--- src/sv/frs_pkg.sv ---
// frs_pkg: widths, reset values, register indexes and result word types
// for the free run scanner; used by every module of the block
package frs_pkg;

    localparam int ADDR_BITS  = 16;
    localparam int CNT_BITS   = 17;
    localparam int BYTE_BITS  = 8;
    localparam int CFG_BITS   = 17;
    localparam int RPT_BITS   = 8;
    localparam int QUEUE_DEPTH = 4;
    localparam int QPTR_BITS  = $clog2(QUEUE_DEPTH);
    localparam int QLVL_BITS  = $clog2(QUEUE_DEPTH + 1);

    localparam logic [ADDR_BITS-1:0] RANGE_START_RST = ADDR_BITS'(512);
    localparam logic [ADDR_BITS-1:0] RANGE_END_RST   = ADDR_BITS'(15871);
    localparam logic [CNT_BITS-1:0]  MIN_RUN_RST     = CNT_BITS'(16);
    localparam logic [RPT_BITS-1:0]  MAX_REPORTS_RST = RPT_BITS'(8);

    localparam logic [BYTE_BITS-1:0] BYTE_ZERO = 8'h00;
    localparam logic [BYTE_BITS-1:0] BYTE_ONES = 8'hFF;
    localparam logic [CNT_BITS-1:0]  CNT_MAX   = {CNT_BITS{1'b1}};

    typedef enum logic [1:0] {
        CFG_RANGE_START = 2'd0,
        CFG_RANGE_END   = 2'd1,
        CFG_MIN_RUN     = 2'd2,
        CFG_MAX_REPORTS = 2'd3
    } cfg_idx_t;

    typedef enum logic {
        KIND_RUN     = 1'b0,
        KIND_SUMMARY = 1'b1
    } kind_t;

    typedef struct packed {
        kind_t                report_kind;
        logic [ADDR_BITS-1:0] run_first;
        logic [ADDR_BITS-1:0] run_final;
        logic [CNT_BITS-1:0]  run_length;
        logic [CNT_BITS-1:0]  zero_bytes;
        logic [CNT_BITS-1:0]  ones_bytes;
        logic [CNT_BITS-1:0]  used_bytes;
        logic [CNT_BITS-1:0]  free_bytes;
        logic [CNT_BITS-1:0]  range_bytes;
        logic                 final_of_item;
    } result_t;

    // up to two result words produced by one byte
    typedef struct packed {
        logic [1:0] count;
        result_t    word0;
        result_t    word1;
    } push_t;

endpackage

--- src/sv/frs_in_stage.sv ---
// frs_in_stage: input register holding one byte until the core takes it
// depends on frs_pkg
module frs_in_stage
    import frs_pkg::*;
(
    input  logic                 clk,
    input  logic                 rst_n,
    input  logic                 in_valid,
    output logic                 in_stall,
    input  logic [BYTE_BITS-1:0] data_byte,
    input  logic                 take,
    output logic                 busy,
    output logic [BYTE_BITS-1:0] held_byte
);

    logic                 busy_reg;
    logic                 busy_next;
    logic [BYTE_BITS-1:0] byte_reg;
    logic                 accept;

    assign in_stall = busy_reg && !take;
    assign accept   = in_valid && !in_stall;

    always_comb
    begin
        busy_next = busy_reg;
        if (accept)
        begin
            busy_next = 1'b1;
        end
        else if (take)
        begin
            busy_next = 1'b0;
        end
    end

    always_ff @(posedge clk or negedge rst_n)
    begin
        if (!rst_n)
        begin
            busy_reg <= 1'b0;
        end
        else
        begin
            busy_reg <= busy_next;
        end
    end

    always_ff @(posedge clk)
    begin
        if (accept)
        begin
            byte_reg <= data_byte;
        end
    end

    assign busy      = busy_reg;
    assign held_byte = byte_reg;

endmodule

--- src/sv/frs_core.sv ---
// frs_core: configuration registers, scan state and per-byte classification
// builds the run report and summary words; depends on frs_pkg
module frs_core
    import frs_pkg::*;
(
    input  logic                 clk,
    input  logic                 rst_n,
    input  logic                 cfg_write,
    input  logic [1:0]           cfg_index,
    input  logic [CFG_BITS-1:0]  cfg_data,
    input  logic                 take,
    input  logic [BYTE_BITS-1:0] held_byte,
    output push_t                push
);

    logic [ADDR_BITS-1:0] range_start_reg;
    logic [ADDR_BITS-1:0] range_end_reg;
    logic [CNT_BITS-1:0]  min_run_reg;
    logic [RPT_BITS-1:0]  max_reports_reg;

    logic [ADDR_BITS-1:0] next_address_reg;
    logic [CNT_BITS-1:0]  zero_count_reg;
    logic [CNT_BITS-1:0]  ones_count_reg;
    logic [CNT_BITS-1:0]  used_count_reg;
    logic                 in_run_reg;
    logic [ADDR_BITS-1:0] run_begin_reg;
    logic [RPT_BITS-1:0]  reports_made_reg;

    logic [ADDR_BITS-1:0] next_address_next;
    logic [CNT_BITS-1:0]  zero_count_next;
    logic [CNT_BITS-1:0]  ones_count_next;
    logic [CNT_BITS-1:0]  used_count_next;
    logic                 in_run_next;
    logic [ADDR_BITS-1:0] run_begin_next;
    logic [RPT_BITS-1:0]  reports_made_next;

    logic                 is_zero;
    logic                 is_ones;
    logic                 is_free;
    logic [ADDR_BITS-1:0] addr;
    logic [ADDR_BITS-1:0] end_addr;
    logic                 at_end;
    logic [CNT_BITS-1:0]  zero_upd;
    logic [CNT_BITS-1:0]  ones_upd;
    logic [CNT_BITS-1:0]  used_upd;
    logic [ADDR_BITS-1:0] begin_upd;
    logic                 close_used;
    logic                 close_end;
    logic [CNT_BITS-1:0]  len_used;
    logic [CNT_BITS-1:0]  len_end;
    logic                 room_left;
    logic                 rep_used;
    logic                 rep_end;
    logic                 rep_any;
    logic [CNT_BITS:0]    free_sum;
    result_t              run_word;
    result_t              sum_word;
    logic                 scan_fresh;

    function automatic logic [CNT_BITS-1:0] bump(input logic [CNT_BITS-1:0] c);
        bump = (c == CNT_MAX) ? CNT_MAX : c + CNT_BITS'(1);
    endfunction

    assign is_zero  = (held_byte == BYTE_ZERO);
    assign is_ones  = (held_byte == BYTE_ONES);
    assign is_free  = is_zero || is_ones;
    assign addr     = next_address_reg;
    assign end_addr = (range_end_reg < range_start_reg) ? range_start_reg : range_end_reg;
    assign at_end   = (addr >= end_addr);

    assign zero_upd  = is_zero ? bump(zero_count_reg) : zero_count_reg;
    assign ones_upd  = is_ones ? bump(ones_count_reg) : ones_count_reg;
    assign used_upd  = is_free ? used_count_reg : bump(used_count_reg);
    assign begin_upd = (is_free && !in_run_reg) ? addr : run_begin_reg;

    // a used byte closes the run at the address before it
    assign close_used = !is_free && in_run_reg && (addr > run_begin_reg);
    assign close_end  = at_end && is_free;
    assign len_used   = {1'b0, addr} - {1'b0, run_begin_reg};
    assign len_end    = {1'b0, addr} - {1'b0, begin_upd} + CNT_BITS'(1);
    assign room_left  = (reports_made_reg < max_reports_reg);
    assign rep_used   = close_used && (len_used >= min_run_reg) && room_left;
    assign rep_end    = close_end && (len_end >= min_run_reg) && room_left;
    assign rep_any    = rep_used || rep_end;

    assign free_sum = {1'b0, zero_upd} + {1'b0, ones_upd};

    always_comb
    begin
        run_word               = '0;
        run_word.report_kind   = KIND_RUN;
        run_word.run_first     = close_used ? run_begin_reg : begin_upd;
        run_word.run_final     = close_used ? addr - ADDR_BITS'(1) : addr;
        run_word.run_length    = close_used ? len_used : len_end;
        run_word.final_of_item = !at_end;

        sum_word               = '0;
        sum_word.report_kind   = KIND_SUMMARY;
        sum_word.zero_bytes    = zero_upd;
        sum_word.ones_bytes    = ones_upd;
        sum_word.used_bytes    = used_upd;
        sum_word.free_bytes    = free_sum[CNT_BITS] ? CNT_MAX : free_sum[CNT_BITS-1:0];
        sum_word.range_bytes   = {1'b0, end_addr} - {1'b0, range_start_reg} + CNT_BITS'(1);
        sum_word.final_of_item = 1'b1;

        push.count = take ? ({1'b0, rep_any} + {1'b0, at_end}) : 2'd0;
        push.word0 = rep_any ? run_word : sum_word;
        push.word1 = sum_word;
    end

    assign scan_fresh = (zero_count_reg == '0) && (ones_count_reg == '0)
                        && (used_count_reg == '0);

    always_comb
    begin
        next_address_next = next_address_reg;
        zero_count_next   = zero_count_reg;
        ones_count_next   = ones_count_reg;
        used_count_next   = used_count_reg;
        in_run_next       = in_run_reg;
        run_begin_next    = run_begin_reg;
        reports_made_next = reports_made_reg;
        if (take)
        begin
            if (at_end)
            begin
                next_address_next = range_start_reg;
                zero_count_next   = '0;
                ones_count_next   = '0;
                used_count_next   = '0;
                in_run_next       = 1'b0;
                run_begin_next    = '0;
                reports_made_next = '0;
            end
            else
            begin
                next_address_next = addr + ADDR_BITS'(1);
                zero_count_next   = zero_upd;
                ones_count_next   = ones_upd;
                used_count_next   = used_upd;
                in_run_next       = is_free;
                run_begin_next    = begin_upd;
                reports_made_next = reports_made_reg + RPT_BITS'(rep_any);
            end
        end
        // a new start moves the address only before the first byte of a scan
        if (cfg_write && (cfg_idx_t'(cfg_index) == CFG_RANGE_START) && scan_fresh)
        begin
            next_address_next = cfg_data[ADDR_BITS-1:0];
        end
    end

    always_ff @(posedge clk or negedge rst_n)
    begin
        if (!rst_n)
        begin
            range_start_reg <= RANGE_START_RST;
            range_end_reg   <= RANGE_END_RST;
            min_run_reg     <= MIN_RUN_RST;
            max_reports_reg <= MAX_REPORTS_RST;
        end
        else if (cfg_write)
        begin
            unique case (cfg_idx_t'(cfg_index))
                CFG_RANGE_START: range_start_reg <= cfg_data[ADDR_BITS-1:0];
                CFG_RANGE_END:   range_end_reg   <= cfg_data[ADDR_BITS-1:0];
                CFG_MIN_RUN:     min_run_reg     <= cfg_data[CNT_BITS-1:0];
                CFG_MAX_REPORTS: max_reports_reg <= cfg_data[RPT_BITS-1:0];
                default:         ;
            endcase
        end
    end

    always_ff @(posedge clk or negedge rst_n)
    begin
        if (!rst_n)
        begin
            next_address_reg <= RANGE_START_RST;
            zero_count_reg   <= '0;
            ones_count_reg   <= '0;
            used_count_reg   <= '0;
            in_run_reg       <= 1'b0;
            run_begin_reg    <= '0;
            reports_made_reg <= '0;
        end
        else
        begin
            next_address_reg <= next_address_next;
            zero_count_reg   <= zero_count_next;
            ones_count_reg   <= ones_count_next;
            used_count_reg   <= used_count_next;
            in_run_reg       <= in_run_next;
            run_begin_reg    <= run_begin_next;
            reports_made_reg <= reports_made_next;
        end
    end

endmodule

--- src/sv/frs_out_queue.sv ---
// frs_out_queue: four-word result queue, takes up to two words a cycle
// and hands one word a cycle to the output while out_stall is low; depends on frs_pkg
module frs_out_queue
    import frs_pkg::*;
(
    input  logic                 clk,
    input  logic                 rst_n,
    input  push_t                push,
    output logic                 out_valid,
    input  logic                 out_stall,
    output result_t              head,
    output logic [QLVL_BITS-1:0] level
);

    result_t               slot_reg [QUEUE_DEPTH];
    logic [QPTR_BITS-1:0]  wr_ptr_reg;
    logic [QPTR_BITS-1:0]  wr_ptr_next;
    logic [QPTR_BITS-1:0]  rd_ptr_reg;
    logic [QPTR_BITS-1:0]  rd_ptr_next;
    logic [QLVL_BITS-1:0]  level_reg;
    logic [QLVL_BITS-1:0]  level_next;
    logic                  pop;

    assign out_valid = (level_reg != '0);
    assign pop       = out_valid && !out_stall;

    always_comb
    begin
        wr_ptr_next = wr_ptr_reg + QPTR_BITS'(push.count);
        rd_ptr_next = rd_ptr_reg + QPTR_BITS'(pop);
        level_next  = level_reg + QLVL_BITS'(push.count) - QLVL_BITS'(pop);
    end

    always_ff @(posedge clk or negedge rst_n)
    begin
        if (!rst_n)
        begin
            wr_ptr_reg <= '0;
            rd_ptr_reg <= '0;
            level_reg  <= '0;
        end
        else
        begin
            wr_ptr_reg <= wr_ptr_next;
            rd_ptr_reg <= rd_ptr_next;
            level_reg  <= level_next;
        end
    end

    always_ff @(posedge clk)
    begin
        if (push.count != 2'd0)
        begin
            slot_reg[wr_ptr_reg] <= push.word0;
        end
        if (push.count == 2'd2)
        begin
            slot_reg[wr_ptr_reg + QPTR_BITS'(1)] <= push.word1;
        end
    end

    assign head  = slot_reg[rd_ptr_reg];
    assign level = level_reg;

endmodule

--- src/sv/free_run_scanner.sv ---
// free_run_scanner: top level, joins input register, scan core and result queue
// depends on frs_pkg, frs_in_stage, frs_core, frs_out_queue
//
// One byte of the address range is taken per cycle, back to back while the
// result queue has room, in address order starting at range_start. A byte is
// held in the input register, is classified and folded into the scan state as
// the core takes it, and its results are registered into the result queue,
// whose head drives the outputs. Most bytes give no result; a byte that closes a
// reportable run gives a run word, the last byte of the range gives the summary
// word, and a byte may give both, delivered one after the other with
// final_of_item on the last. Results wait in a four-word queue; the input
// register stalls while the queue holds more than two words, which only output
// stall or a run of two-word bytes can cause. Configuration writes belong while
// the block is idle; a new range_start applies at once only before the first
// byte of a scan.
module free_run_scanner
    import frs_pkg::*;
(
    input  logic                 clk,
    input  logic                 rst_n,
    input  logic                 cfg_write,
    input  logic [1:0]           cfg_index,
    input  logic [CFG_BITS-1:0]  cfg_data,
    input  logic                 in_valid,
    output logic                 in_stall,
    input  logic [BYTE_BITS-1:0] data_byte,
    output logic                 out_valid,
    input  logic                 out_stall,
    output logic                 report_kind,
    output logic [ADDR_BITS-1:0] run_first,
    output logic [ADDR_BITS-1:0] run_final,
    output logic [CNT_BITS-1:0]  run_length,
    output logic [CNT_BITS-1:0]  zero_bytes,
    output logic [CNT_BITS-1:0]  ones_bytes,
    output logic [CNT_BITS-1:0]  used_bytes,
    output logic [CNT_BITS-1:0]  free_bytes,
    output logic [CNT_BITS-1:0]  range_bytes,
    output logic                 final_of_item
);

    logic                 busy;
    logic                 take;
    logic [BYTE_BITS-1:0] held_byte;
    push_t                push;
    result_t              head;
    logic [QLVL_BITS-1:0] level;

    // the core may only run when the queue has room for two words
    assign take = busy && (level <= QLVL_BITS'(QUEUE_DEPTH - 2));

    frs_in_stage u_in_stage (
        .clk       (clk),
        .rst_n     (rst_n),
        .in_valid  (in_valid),
        .in_stall  (in_stall),
        .data_byte (data_byte),
        .take      (take),
        .busy      (busy),
        .held_byte (held_byte)
    );

    frs_core u_core (
        .clk       (clk),
        .rst_n     (rst_n),
        .cfg_write (cfg_write),
        .cfg_index (cfg_index),
        .cfg_data  (cfg_data),
        .take      (take),
        .held_byte (held_byte),
        .push      (push)
    );

    frs_out_queue u_out_queue (
        .clk       (clk),
        .rst_n     (rst_n),
        .push      (push),
        .out_valid (out_valid),
        .out_stall (out_stall),
        .head      (head),
        .level     (level)
    );

    assign report_kind   = head.report_kind;
    assign run_first     = head.run_first;
    assign run_final     = head.run_final;
    assign run_length    = head.run_length;
    assign zero_bytes    = head.zero_bytes;
    assign ones_bytes    = head.ones_bytes;
    assign used_bytes    = head.used_bytes;
    assign free_bytes    = head.free_bytes;
    assign range_bytes   = head.range_bytes;
    assign final_of_item = head.final_of_item;

`ifndef SYNTHESIS
    a_push_max_two: assert property (@(posedge clk) disable iff (!rst_n)
        push.count != 2'd3)
        else $error("more than two words from one byte");

    a_level_bound: assert property (@(posedge clk) disable iff (!rst_n)
        level <= QLVL_BITS'(QUEUE_DEPTH))
        else $error("result queue overflow");

    a_push_needs_take: assert property (@(posedge clk) disable iff (!rst_n)
        (push.count != 2'd0) |-> take)
        else $error("words pushed without a byte taken");

    a_summary_final: assert property (@(posedge clk) disable iff (!rst_n)
        (out_valid && report_kind) |-> final_of_item)
        else $error("summary word not marked last of its byte");
`endif

endmodule

--- config.mk ---
export PLATFORM = sky130hd
export DESIGN_NAME = free_run_scanner
export DESIGN_NICKNAME = d
export VERILOG_FILES = /design/src/sv/frs_pkg.sv /design/src/sv/frs_in_stage.sv /design/src/sv/frs_core.sv /design/src/sv/frs_out_queue.sv /design/src/sv/free_run_scanner.sv
export SDC_FILE = /design/constraint.sdc
export NUM_CORES = 1
export LEC_CHECK = 0
export BUFFER_PORTS_ARGS = -buffer_cell sky130_fd_sc_hd__buf_2
export CORE_MARGIN = 2
export CORE_UTILIZATION = 44
export DETAILED_ROUTE_END_ITERATION = 10
export SYNTH_ARGS = -nofsm -noshare
export SYNTH_HDL_FRONTEND = slang
export SYNTH_SLANG_ARGS = --single-unit
--- constraint.sdc ---
create_clock -name clk -period 8.74 [get_ports clk]
set_input_delay 0.874 -clock clk [delete_from_list [all_inputs] [get_ports clk]]
set_output_delay 0.874 -clock clk [all_outputs]
set_load 0.05 [all_outputs]
Word level (Yosys, flattened, before mapping). Memory sizes are Yosys's and may differ from the RTL's. Index checks and enable logic that the tools add are counted.

Flip-flop bits (word level): 165. Bits in writable memories: 544. Memories: 1. Input bits: 32.

Muxes and demuxes: 29. Reduce and logical (&&, ||, !) cells: 37. Equal/unequal tests: 8. Magnitude comparators: 7. Add/sub/neg operators: 18.

Memories: u_out_queue.slot_reg (words 4, width 136, rd ports 1, clocked after memory_dff 0, write ports 2, line frs_out_queue.sv:15) `result_t slot_reg [QUEUE_DEPTH];`.

Operator list (count): two-way mux 17 bit (11); two-way mux 136 bit (1); two-way mux 16 bit (8); adder 17 x 1 -> 17 bit (second input constant) (5); == test 17 bit (second input constant) (3); zero test 17 bit (3); subtractor 16 x 16 -> 17 bit (3); >= comparator 17 bit (2); adder 17 x 17 -> 18 bit (1); adder 16 x 1 -> 16 bit (second input constant) (1); >= comparator 16 bit (1); > comparator 16 bit (1); logical AND 1 bit (16); < comparator 16 bit (1); subtractor 16 x 1 -> 16 bit (second input constant) (1); adder 8 x 1 -> 8 bit (1); == test 8 bit (second input constant) (1); zero test 8 bit (1); < comparator 8 bit (1); two-way mux 8 bit (1); AND reduction 2 bit (4); two-way mux 1 bit (7); == test 2 bit (second input constant) (3); zero test 1 bit (6); other kinds (13) (16).

Depth between registers and ports, before layout.
Depth after elaboration: 15. Depth in mapped cells: 36.

Modules after synthesis. A second synthesis with hierarchy kept.

Cells, all modules: 3250. Area, all modules: 42117.9 um2.

By module, submodules not included: frs_out_queue (area each 26874.5 um2, times used 1, seq. area each 16510.8 um2, cells each 1356); frs_core (area each 14929.3 um2, times used 1, seq. area each 3749.8 um2, cells each 1879); frs_in_stage (area each 297.8 um2, times used 1, seq. area each 265.3 um2, cells each 13); free_run_scanner (area each 16.3 um2, times used 1, seq. area each 0.0 um2, cells each 2).

Least setup slack after synthesis. No wires, ideal clock.

Path type: reg2reg. Start point: register u_in_stage.byte_reg[5], in the netlist u_in_stage.held_byte[5]. End point: memory u_out_queue.slot_reg[2][10] (netlist name), enable pin. Slack: -0.463 ns. Required time: 8.302 ns. Cell stages (with the launch flop): 36. Data arrival time: 8.765 ns. Period minus slack after synthesis: 9.203 ns. Path through: edfxtp_1 -> or4_4 -> nor2_8 -> nor2_2 -> nor2_1 -> buf_2 -> mux2i_1 -> inv_1 -> ha_1 -> inv_1 -> ha_1 -> inv_1 -> fa_1 -> nand2b_1 -> a211oi_1 -> nor2_1 -> o221ai_1 -> nor2_1 -> xnor2_1 -> ha_1 -> and4_1 -> o311ai_0 -> a211oi_1 -> o31ai_1 -> or4_1 -> o31a_1 -> buf_6 -> inv_2 -> ha_1 -> clkbuf_1 -> nor2_1 -> or3_1 -> o21ai_0 -> nand2_1 -> clkbuf_1 -> inv_1.

RTL lines: start: declaration (line frs_in_stage.sv:18) `logic [BYTE_BITS-1:0] byte_reg;`; start signal: assignment (line frs_in_stage.sv:53) `byte_reg <= data_byte;`; end: declaration (line frs_out_queue.sv:15).

==> results by group <==
Pwr
  • PwrDens: 347.4 nW/um^2
  • P_sw: 5.981 mW
  • Maximum vdd ir drop: 0.2528 mV
  • Pleak: 15.12 nW
  • Int Power: 7.994 mW
  • Sw frac: 42.80%
  • Clk network pwr share: 23.6%
  • Gate power share: between 40% and 50%
  • Flop pwr share: 31.3%

Floorplanning
  • Chip Width: between 200 and 300 um
  • Starting Density: 44.27%
  • I/O Pins: 170
  • Die area: 82940 um^2
  • Core Region: 80160 um^2
  • Die height: 288.0 um
  • Core Rows: ~100

Worst hold path
  • Worst Hold Class: primary input to asynchronous set/reset pin

Worst setup path
  • Critical path peak fanout: 11
  • CP delay by family, top: compound AO/OA/AOI/OAI gates
  • Req. time, crit path: 8.86 ns
  • Critical path endpoint category: register
  • Arr. time, crit path: 8.41 ns
  • Worst Path Buf+Inv: 2
  • CP Launch Type: register
  • Slowest-stage cell, CP: clkinvlp_2
  • Critical Path Most Common Cell: ha_1
  • WS Path Type: register to register
  • CP peak stage delay: slightly below 0.7 ns

Global routing
  • Overall global routing resource usage: 23.07%
  • Initial antenna violation count: 0
  • First-pass GRT wire length: 147800 um
  • Vias in the first global route: 24684
  • Largest net degree at the start of global routing: 94
  • Total grt overflow: 0

Clocking
  • CTS tree: built
  • Htree depth: 3
  • Post-CTS setup buffer count: 0
  • CTS Hold Bufs: 0
  • Root Driver: clkbuf_16
  • Worst skew pair latency: 0.63 ns
  • Post_cts resized: 0
  • Clock Path Buffers: 3
  • Clk sinks: 709
  • Reg clk slew, reported paths: around 0.060 ns
  • Num CTS Buffers: 76

Synthesis
  • Post-synth EDFFs: 348
  • Syn Nets: roughly 3400
  • Yosys top cell area share: slightly below 30%
  • Flops & latches, synth: 709
  • Cell taking the most area after synthesis: edfxtp_1
  • Netlist cell types: 70
  • Sequential area share after synthesis: 52.09%
  • Yosys Warn Count: 0
  • Avg Inst Size Synth: roughly 11 um^2
  • Prevailing post-synth register cell: edfxtp_1
  • Synth area leaders: edfxtp_1, dfxtp_1, dfrtp_1, mux4_2, ha_1
  • Cell Area, Synth: between 30000 and 40000 um^2
  • Async SR Flop Fraction: 22.14%
  • Syn Inst Count: 3220

Cells and area
  • Final instance area: between 40000 and 50000 um^2
  • Fill count: 7295
  • Synth-to-Final Area Change: 13.37%
  • Max reg flops: 544
  • Storage cell area: 18490 um^2
  • Ant. Diodes: 0
  • Commonest non-fill, non-tap cell in the layout: nor2_1
  • Multi-input combinational cell area: 15830 um^2
  • Most frequent cells in the layout: nor2_1, nand2_1, edfxtp_1
  • Layout cell share with drive strength beyond 1: about a fifth
  • Nets: 3572

Timing
  • Worst Tran Pin Value: 0.9597 ns
  • Slew Limit Fails: 0
  • Count of final setup violators: 0
  • RSZ-0062 raised after global routing: false
  • Tcrit/Tclk final: 94.80%
  • Clk_skew: 0.04010 ns
  • Max Freq: 0.1207 GHz
  • Fin crit period: 8.286 ns
  • Count of final hold-check violations: 0
  • Final setup TNS: 0 ns
  • Headroom to the max-slew limit: 36.02%

Route
  • 1st-pass router iterations: 8
  • # DRC: 0
  • Final ANT Viol Nets: 0
  • Routed vias: between 20000 and 25000
  • Routed vias/inst: between 5 and 6
  • Initial DRC count: 1824
  • Post-Route WL: 95290 um
  • WL/cell: about 21 um

Outcome
  • Status: finished clean

Placed design
  • Placer Congestion: 0.9125
  • Detail Placement HPWL: 63240 um
  • PortBufs: about 170
  • Area after DPL: 37670 um^2

Flow run
  • Max cap viols: 0
## through the flow
stage / power [mW] / util [%] / hold WS (ns) / instances / setup WS (ns)
finish: 13.97 / 50.19 / 0.2262 / 4475 / 0.4544
global route: 14.82 / 50.19 / 0.2537 / 4475 / 0.06430
CTS: 14.08 / 50.18 / 0.2189 / 4474 / 0.4862
detailed placement: 10.76 / 46.99 / 0.4362 / 4333 / 0.5486
global placement: 10.74 / 46.99 / 0.4284 / 4333 / 0.6727
floorplan: 8.875 / - / 0.4176 / 3220 / 0.05834
## path summary, 6_finish.rpt
path                                                      startpoint                                         to  slack [ns]  cells after the start
min in group clk           u_out_queue.slot_reg[2][135]$_SDFFE_PP1N_  u_out_queue.slot_reg[2][135]$_SDFFE_PP1N_        0.44                      2
max in group asynchronous                                      rst_n        u_out_queue.rd_ptr_reg[0]$_DFF_PN0_        6.59                      3
hold reg to reg            u_out_queue.slot_reg[2][135]$_SDFFE_PP1N_  u_out_queue.slot_reg[2][135]$_SDFFE_PP1N_        0.44                      2
setup / recovery                   u_in_stage.held_byte[5]$_DFFE_PP_       u_out_queue.slot_reg[0][6]$_DFFE_PP_        0.45                     26
setup reg to reg                   u_in_stage.held_byte[5]$_DFFE_PP_       u_out_queue.slot_reg[0][6]$_DFFE_PP_        0.45                     26
hold / removal                                                 rst_n        u_core.range_end_reg[9]$_DFFE_PN0P_        0.23                      1
## final cells by class
type	instances	area share, %
Tap cell	1060	3.297
Clock inverter	35	0.8335
Inverter	144	1.381
Timing Repair Buffer	233	3.654
Multi-Input combinational cell	2187	39.34
Timing Repair inverter	1	0.01244
Sequential cell	709	45.96
Clock buffer	106	5.520
## cell usage after synthesis (21+ instances only)
| cell | number |
|---|---|
| nor2_1 | 421 |
| nand2_1 | 373 |
| edfxtp_1 | 348 |
| o21ai_0 | 265 |
| dfxtp_1 | 204 |
| ha_1 | 183 |
| inv_1 | 143 |
| dfrtp_1 | 140 |
| mux4_2 | 136 |
| clkbuf_1 | 128 |
| a21oi_1 | 118 |
| xnor2_1 | 64 |
| mux2_2 | 62 |
| nand3_1 | 51 |
| mux2i_1 | 48 |
| xor2_1 | 43 |
| o21ai_2 | 40 |
| nor3_1 | 32 |
| o31ai_1 | 32 |
| a21o_1 | 29 |
| nand4_1 | 29 |
| buf_1 | 24 |
| buf_2 | 23 |
| and3_1 | 21 |
| nor4_1 | 21 |
## logic make-up (layout without fill, tap and decap cells)
kind of cell    Yosys count  count (layout)  share of synthesized area [%]
fa+ha+maj               188             188                          6.734
simple gates           1036            1036                          12.62
compound gates          610             610                          10.35
flops                   709             709                          52.09
buf+inv                 324             519                          3.614
mux                     246             246                          11.95
xor+xnor                107             107                          2.641
## power groups by stage
stage | sequential (mW) | clock, mW | combinational (mW)
global placement | 4.43 | 0 | 6.31
finish | 4.37 | 3.29 | 6.31
global route | 4.43 | 3.48 | 6.91
detailed placement | 4.44 | 0 | 6.32
floorplan | 4.17 | 0 | 4.71
CTS | 4.37 | 3.36 | 6.35
## per-layer routing
layer	vias to the layer above	track usage, %	wire [um]
li1	11856	-	-
met1	12321	32.21	42900
met2	674	37.20	44600
met3	137	3.653	5441
met4	0	6.710	2344
met5	-	0	0
No activity file was read; power rests on OpenSTA's default activity.
